**src/rtl/core/zsa_pkg.sv**
```systemverilog
// Shared types and codes for the zonal statistics accumulator.
// No dependencies; imported by the update unit, the top level and the checker.
package zsa_pkg;

  localparam logic OP_ACCUM   = 1'b0;
  localparam logic OP_READOUT = 1'b1;

  localparam logic CFG_ZONES_ENABLED = 1'b0;
  localparam logic CFG_ZONE_OFFSET   = 1'b1;

  localparam logic [62:0] USUM_MAX = {63{1'b1}};
  localparam logic [63:0] SSUM_MAX = {1'b0, {63{1'b1}}};
  localparam logic [63:0] SSUM_MIN = {1'b1, {63{1'b0}}};

  // per-zone sums and extremes; seen is clear until a non-null value arrives
  typedef struct packed {
    logic [63:0] value_sum;
    logic [62:0] square_sum;
    logic [62:0] abs_sum;
    logic [31:0] minimum;
    logic [31:0] maximum;
    logic        seen;
  } stats_t;

endpackage

```
**src/rtl/core/zsa_update.sv**
```systemverilog
// Read-modify-write datapath for one zone entry: counts, saturating sums, min/max.
// Depends on zsa_pkg (stats_t, saturation limits).
module zsa_update import zsa_pkg::*; #(
  parameter int COUNT_WIDTH = 24
) (
  input  logic [COUNT_WIDTH-1:0] cell_i,
  input  logic [COUNT_WIDTH-1:0] valid_i,
  input  stats_t                 stats_i,
  input  logic                   value_null,
  input  logic [31:0]            value,
  input  logic [31:0]            mag,
  input  logic [63:0]            product,
  output logic [COUNT_WIDTH-1:0] cell_o,
  output logic [COUNT_WIDTH-1:0] valid_o,
  output stats_t                 stats_o
);

  logic [COUNT_WIDTH-1:0] cell_inc;
  logic [COUNT_WIDTH-1:0] valid_inc;
  logic [64:0]            vsum;
  logic [63:0]            sq_sum;
  logic [63:0]            ab_sum;

  assign cell_inc  = (cell_i == '1) ? cell_i : cell_i + 1'b1;
  assign valid_inc = (valid_i == '1) ? valid_i : valid_i + 1'b1;

  // square rounded back to Q16.16: (p >> 16) plus the half bit
  assign vsum   = {stats_i.value_sum[63], stats_i.value_sum} + {{33{value[31]}}, value};
  assign sq_sum = {1'b0, stats_i.square_sum} + {16'd0, product[63:16]} + 64'(product[15]);
  assign ab_sum = {1'b0, stats_i.abs_sum} + {32'd0, mag};

  always_comb begin
    cell_o  = cell_inc;
    valid_o = valid_i;
    stats_o = stats_i;
    if (!value_null) begin
      valid_o = valid_inc;
      if (vsum[64] != vsum[63]) begin
        stats_o.value_sum = vsum[64] ? SSUM_MIN : SSUM_MAX;
      end else begin
        stats_o.value_sum = vsum[63:0];
      end
      stats_o.square_sum = sq_sum[63] ? USUM_MAX : sq_sum[62:0];
      stats_o.abs_sum    = ab_sum[63] ? USUM_MAX : ab_sum[62:0];
      if (!stats_i.seen) begin
        stats_o.minimum = value;
        stats_o.maximum = value;
      end else begin
        if ($signed(value) > $signed(stats_i.maximum)) stats_o.maximum = value;
        if ($signed(value) < $signed(stats_i.minimum)) stats_o.minimum = value;
      end
      stats_o.seen = 1'b1;
    end
  end

endmodule

```
**config.mk**
```make
export PLATFORM = sky130hd
export DESIGN_NAME = zsa_update
export DESIGN_NICKNAME = d
export VERILOG_FILES = /design/src/rtl/core/zsa_pkg.sv /design/src/rtl/core/zsa_update.sv
export SDC_FILE = /design/constraint.sdc
export NUM_CORES = 1
export LEC_CHECK = 0
export BUFFER_PORTS_ARGS = -buffer_cell sky130_fd_sc_hd__buf_2
export CAP_MARGIN = 10
export CORE_AREA = 5 5 280 282
export DETAILED_ROUTE_END_ITERATION = 16
export DIE_AREA = 0 0 285 287
export GPL_ROUTABILITY_DRIVEN = 1
export GPL_TIMING_DRIVEN = 1
export PLACE_DENSITY = 0.39
export SLEW_MARGIN = 20
export SYNTH_ARGS = -nofsm -noshare
export SYNTH_HDL_FRONTEND = slang
export SYNTH_SLANG_ARGS = --single-unit
```
**constraint.sdc**
```tcl
create_clock -name vclk -period 7
set_input_delay 1.75 -clock vclk [all_inputs]
set_output_delay 1.75 -clock vclk [all_outputs]
set_load 0.1 [all_outputs]
```
==> results of run 1 <==
-- kinds of logic (layout without fill, tap and decap cells) --
| logic type | count (synthesis) | after routing | share of synthesized area, % |
|---|---|---|---|
| buf+inv | 251 | 1038 | 6.43 |
| compound gates | 811 | 811 | 36.0 |
| fa+ha+maj | 212 | 212 | 17.2 |
| mux | 64 | 64 | 4.60 |
| other cells | 0 | 16 | 0 |
| xor+xnor | 172 | 172 | 9.66 |
| simple gates | 829 | 829 | 26.1 |
-- how the worst max path moves through the flow --
stage | depth (start not counted) | endpoint | startpoint
final | 14 | stats_o[245] | value[27]
after global routing | 17 | stats_o[200] | value[31]
after CTS | 14 | stats_o[232] | value[27]
after detailed placement | 16 | stats_o[169] | stats_i[128]
after global placement | 16 | stats_o[169] | stats_i[128]
after floorplan | 12 | stats_o[33] | stats_i[42]
-- layer usage --
metal	wire length, um	GRT usage [%]
met4	2460	4.55
met5	233	0
met1	38900	25.4
met2	48400	40.4
met3	5480	4.31
-- cells in the final DEF, fill, tap and decap left out, types with 93 or more instances in the layout --
| cell type | instances |
|---|---|
| ha_1 | 201 |
| nand2_1 | 275 |
| buf_4 | 200 |
| buf_2 | 474 |
| nor2_1 | 162 |
| a21oi_1 | 182 |
| a2bb2oi_2 | 105 |
| o21ai_0 | 93 |
| nand3_1 | 96 |
| xnor2_1 | 114 |
| a21o_1 | 120 |
| buf_12 | 228 |
| inv_1 | 117 |
-- final cells by class --
cell class | instances | area share (%)
timing repair buffer | 920 | 33.0
inverter | 118 | 1.73
tap | 978 | 4.69
multi-input combinational | 2088 | 60.4
antenna | 16 | 0.154
-- timing repair --
item | 4_1_cts | 5_1_grt
hold buffers | 0 | 0
pin swaps | 3 | 11
setup endpoints to repair | 54 | 139
cloned | 0 | 1
hold endpoints to repair | 0 | 0
buffers inserted | 0 | 2
resized for setup | 16 | 95
-- critical path: stages --
cell and delay, ns:
buf_2 0.14, ha_1 0.38, nand2_1 0.17, or3_4 0.46, or3b_1 0.38, a21o_1 0.18, a31oi_2 0.24, o21ai_2 0.14
buf_4 0.16, a21oi_2 0.20, a21oi_4 0.15, and3b_1 0.21, o41a_1 0.37, buf_12 0.19
-- power by group through the flow --
stage | logic [mW] | registers (mW) | clock network [mW]
finish | 4.24 | 0 | 0.000000310
detailed placement | 4.19 | 0 | 0
floorplan | 2.70 | 0 | 0
global route | 4.44 | 0 | 0.000000153
CTS | 4.22 | 0 | 0
global placement | 4.19 | 0 | 0
==> summary.md, run 1 <==
| Metric | Value |
|---|---|
| Int Power | approximately 1.5 mW |
| Startpoint types | input port |
| Nets | 3,772 |
| Largest cells by area after synthesis | ha_1 (17%), nand2_1 (6.6%), xnor2_1 (6.4%) |
| Starting Density | 20.7% |
| Min-Delay Path Class | in2out |
| Placed wire-length estimate | 84,300 um |
| WP data required | 5.25 ns |
| Final Max Slew Viols | 0 |
| Gp weighted congestion | slightly below 1 |
| Vias/cell | 5.20 |
| Final setup fails | 0 |
| Mapped Nets | 2,983 |
| Drt first pass iters | 5 |
| Worst-Margin Slew | 0.917 ns |
| Total congestion overflow | 0 |
| Slew HR | 38.8% |
| Post-route cell area | about 26,000 um^2 |
| F_max | between 100 and 150 MHz |
| Outcome | finished, final reports clean |
| Period utilization | a little over nine tenths |
| Yosys warning count | 0 |
| Average size of a mapped cell | between 6 and 7 um^2 |
| Largest net degree at the start of global routing | 74 |
| Port bufs | 720 |
| Critical path class | in2out |
| Fin Hold WS | 3.87 ns |
| Ports | 735 |
| Leading area contributor after synthesis | ha_1 |
| Final Hold Viols | 0 |
| Switching pwr | 2.78 mW |
| Hold Path Depth | 3 |
| Placed inst area | 25,700 um^2 |
| Max-Cap Viols | 0 |
| Hold endpoint | stats_o[176] |
| Non-filler cells, final | between 4,000 and 5,000 |
| Drt total wl | between 90,000 and 100,000 um |
| Fraction of layout cells with a size suffix above 1 | 38.1% |
| Via count | 21,400 |
| Clock Buffer Count | 0 |
| Die H | 287 um |
| Final setup TNS | 0 ns |
| Synth Cell Area | 15,600 um^2 |
| PnR worst setup slack | 0.108 ns |
| HP Start | stats_i[176] |
| Synth cell types | 85 |
| CP Capture Type | output port |
| Die footprint | 81,800 um^2 |
| Count leader, synth | nand2_1 |
| Post-synth top area share | 16.7% |
| Fin util | 34.6% |
| Wire length per cell | 23.2 um |
| Switching share of power | between 60% and 70% |
| Mapped Cells | about 2,300 |
| Detailed Route Iter0 Violations | 1,069 |
| Row count | 101 |
| Fillers | 8,078 |
| Minimum clock period | 6.89 ns |
| First-pass GRT wire length | 139,000 um |
| DIE WIDTH | approximately 290 um |
| Power per standard cell area | 162 nW/um^2 |
| Reg area | 0 um^2 |
| Number of global-route vias before repair | 21,600 |
| Pre-CTS WS | -0.287 ns |
| Initial antenna violation count | 42 |
| Critical path data arrival time | 5.14 ns |
| Seq pwr share | 0% |
| DRC Markers | 0 |
| Synth cell count leaders | nand2_1 (275), ha_1 (208), a21oi_1 (192) |
| Footprint of the multi-input gates | between 15,000 and 20,000 um^2 |
| Gr usage total | between 20 and 25% |
| RSZ-0062 raised after global routing | yes |
| Clock share of power | 0% |
| Post-synthesis sequential area ratio | 0% |
| Post-Place Cells | 4,101 |
| Logic pwr share | 100.0% |
| Core area | 75,400 um^2 |
| Seq_cells | 0 |
| P&R area growth vs syn | 67.1% |
| Worst VDD drop | about 0.11 mV |
| Routed Antenna Nets | 0 |
| P_leak | ~12 nW |
| Overall power | 4.24 mW |
| CP max FO | 6 |
Note: power is estimated with default switching activity, not from simulation.
==> inputs of run 2 (changes only) <==
--- a/config.mk
+++ b/config.mk
@@ -7,12 +7,14 @@
 export LEC_CHECK = 0
 export BUFFER_PORTS_ARGS = -buffer_cell sky130_fd_sc_hd__buf_2
 export CAP_MARGIN = 10
-export CORE_AREA = 5 5 280 282
+export CELL_PAD_IN_SITES_DETAIL_PLACEMENT = 1
+export CELL_PAD_IN_SITES_GLOBAL_PLACEMENT = 2
+export CORE_AREA = 5 5 279 281
 export DETAILED_ROUTE_END_ITERATION = 16
-export DIE_AREA = 0 0 285 287
+export DIE_AREA = 0 0 284 286
 export GPL_ROUTABILITY_DRIVEN = 1
 export GPL_TIMING_DRIVEN = 1
-export PLACE_DENSITY = 0.39
+export PLACE_DENSITY = 0.69
 export SLEW_MARGIN = 20
 export SYNTH_ARGS = -nofsm -noshare
 export SYNTH_HDL_FRONTEND = slang
==> constraint.sdc (replaced) <==
create_clock -name vclk -period 7.1
set_input_delay 1.775 -clock vclk [all_inputs]
set_output_delay 1.775 -clock vclk [all_outputs]
set_load 0.1 [all_outputs]
==> run 2 against run 1 <==
Die area decreased by 0.70%. Setup slack lost 0.094 ns. Global-route usage rose by 2.2 points. Core utilization up 0.37 points. Power up 0.64%. First-iteration DRC count increased by 1.1%. Cell area grew 0.72%. Count of clock-buffer cells in the layout did not move. Critical path type unchanged. Critical endpoint is now stats_o[49]. Largest power group unchanged.
==> summary.md, run 2 (synthesis results as in run 1) <==
| Metric | Value |
|---|---|
| Via count | 21,900 |
| Final Hold Viols | 0 |
| CP peak stage delay | 0.51 ns |
| Uppermost layer routed | met5 |
| Clock Buffer Count | 0 |
| CP max FO | 22 |
| Seq_cells | 0 |
| Drt first pass iters | 5 |
| Most frequent cells in the layout | buf_2 (481), nand2_1 (275), buf_12 (231), buf_4 (207), ha_1 (200) |
| Critical-path cell list | buf_2, buf_4, buf_4, ha_4, nand2_1, or4_1, or2_4, or3_1, o32ai_4, buf_4, clkbuf_16, nor4b_1, a311o_1, buf_12 |
| Port bufs | 720 |
| Outcome | finished, final reports clean |
| WP depth | 14 |
| Min-Delay Path Class | in2out |
| Footprint of the multi-input gates | 15,700 um^2 |
| F_max | 141 MHz |
| Non-filler cells, final | 4,138 |
| Final Max Slew Viols | 0 |
| DIE WIDTH | 284 um |
| P_leak | 12.4 nW |
| Final setup fails | 0 |
| Initial antenna violation count | 33 |
| Post-route cell area | 26,300 um^2 |
| Final setup TNS | 0 ns |
| Post-Place Cells | 4,117 |
| Gr usage total | 23.8% |
| Critical path data arrival time | ~5.3 ns |
| Wire length per cell | 25.2 um |
| Commonest non-fill, non-tap cell in the layout | buf_2 |
| Overall power | around 4.3 mW |
| Row count | about 100 |
| DRC Markers | 0 |
| Met3 wire length | 6140 um |
| Routed Antenna Nets | 0 |
| Crit path buf inv count | 6 |
| RSZ-0062 raised after global routing | yes |
| Crit-path slowest cell | or4_1 |
| Slew HR | 48.1% |
| Worst-Margin Slew | 0.771 ns |
| Worst Setup SP | value[31] |
| HP Start | stats_i[65] |
| Met2 WL | 52,800 um |
| Hold-fix buffers, CTS | 0 |
| Gp weighted congestion | between 0.9 and 1 |
| Fraction of layout cells with a size suffix above 1 | about two fifths |
| Crit-path leading delay family | simple AND/OR/NAND/NOR gates |
| Met1 WL | 42,300 um |
| Power per standard cell area | 162 nW/um^2 |
| Starting Density | 20.7% |
| Critical path class | in2out |
| Max-Cap Viols | 0 |
| Worst VDD drop | 0.136 mV |
| Number of global-route vias before repair | 23,000 |
| Critical Path End | stats_o[49] |
| Fillers | about 9,200 |
| First-pass GRT wire length | 152,000 um |
| CP Capture Type | output port |
| Die footprint | 81,200 um^2 |
| Fin Hold WS | 3.97 ns |
| Ports | 735 |
| WP data required | 5.33 ns |
| Most common cell on crit path | buf_4 |
| Placed wire-length estimate | 91,900 um |
| Largest net degree at the start of global routing | 66 |
| P&R area growth vs syn | 68.3% |
| Drt total wl | 104,000 um |
| Total congestion overflow | 0 |
| Vias/cell | 5.29 |
| Minimum clock period | 7.09 ns |
| Detailed Route Iter0 Violations | 1,081 |
| Core area | 75,200 um^2 |
| Period utilization | ~100% |
| Startpoint types | input port |
| Nets | 3,792 |
| Reg area | 0 um^2 |
| Die H | 286 um |
| Placed inst area | about 26,000 um^2 |
==> run 2: changes by cell type in the layout (fill, tap and decap cells not counted), moves of 3 or more <==
cell	delta
a2bb2oi_1	+3
a2bb2oi_2	-3
a31oi_2	+3
buf_12	+3
buf_2	+7
buf_4	+7
o21ai_1	+6
o21ai_2	-5
==> run 2: cell type report <==
cell class         count  area share [%]
inverters            118            1.72
well taps            978            4.66
multi-input cells   2088            60.0
diodes                14           0.133
repair buffers       940            33.5
==> run 2: worst min path at each step <==
stage / to / slack (ns) / cells after the start
floorplan: stats_o[176] / 3.81 / 1
global placement: stats_o[65] / 3.97 / 3
detailed placement: stats_o[65] / 3.97 / 3
CTS: stats_o[81] / 3.97 / 3
global route: stats_o[65] / 3.97 / 3
finish: stats_o[65] / 3.97 / 3
==> run 2: report_power, final <==
group / switching [mW] / total [mW] / internal, mW
logic: 2.80 / 4.26 / 1.46
registers: 0 / 0 / 0
clock network: 0 / 0.000000266 / 0.000000266
total: 2.80 / 4.26 / 1.46
==> run 2: metal layers <==
layer  vias to the layer above  GRT usage [%]
met3                       112           4.53
met1                     10700           28.1
met4                        28           5.30
met2                       612           44.6
li1                      10400              -
met5                         -              0
==> run 2: what timing repair did <==
item | 4_1_cts | 5_1_grt
cloned | 0 | 3
endpoints found under the hold margin | 0 | 0
endpoints found under the setup margin | 83 | 131
setup buffers | 0 | 4
pin swaps | 1 | 15
gates resized for setup | 12 | 77
==> run 2: stage by stage <==
| step | worst slack, ns | utilization (%) |
|---|---|---|
| 2_1_floorplan | -0.606 | - |
| 3_3_place_gp | -0.237 | 34.3 |
| 3_5_place_dp | -0.276 | 34.3 |
| 4_1_cts | -0.0150 | 34.4 |
| 5_1_grt | -0.0819 | 34.9 |
| 6_report | 0.0144 | 34.9 |
==> run 2: worst min-delay path, cell delays in order <==
cell and delay [ns]:
buf_2 0.11, a2bb2oi_2 0.14, buf_12 0.16
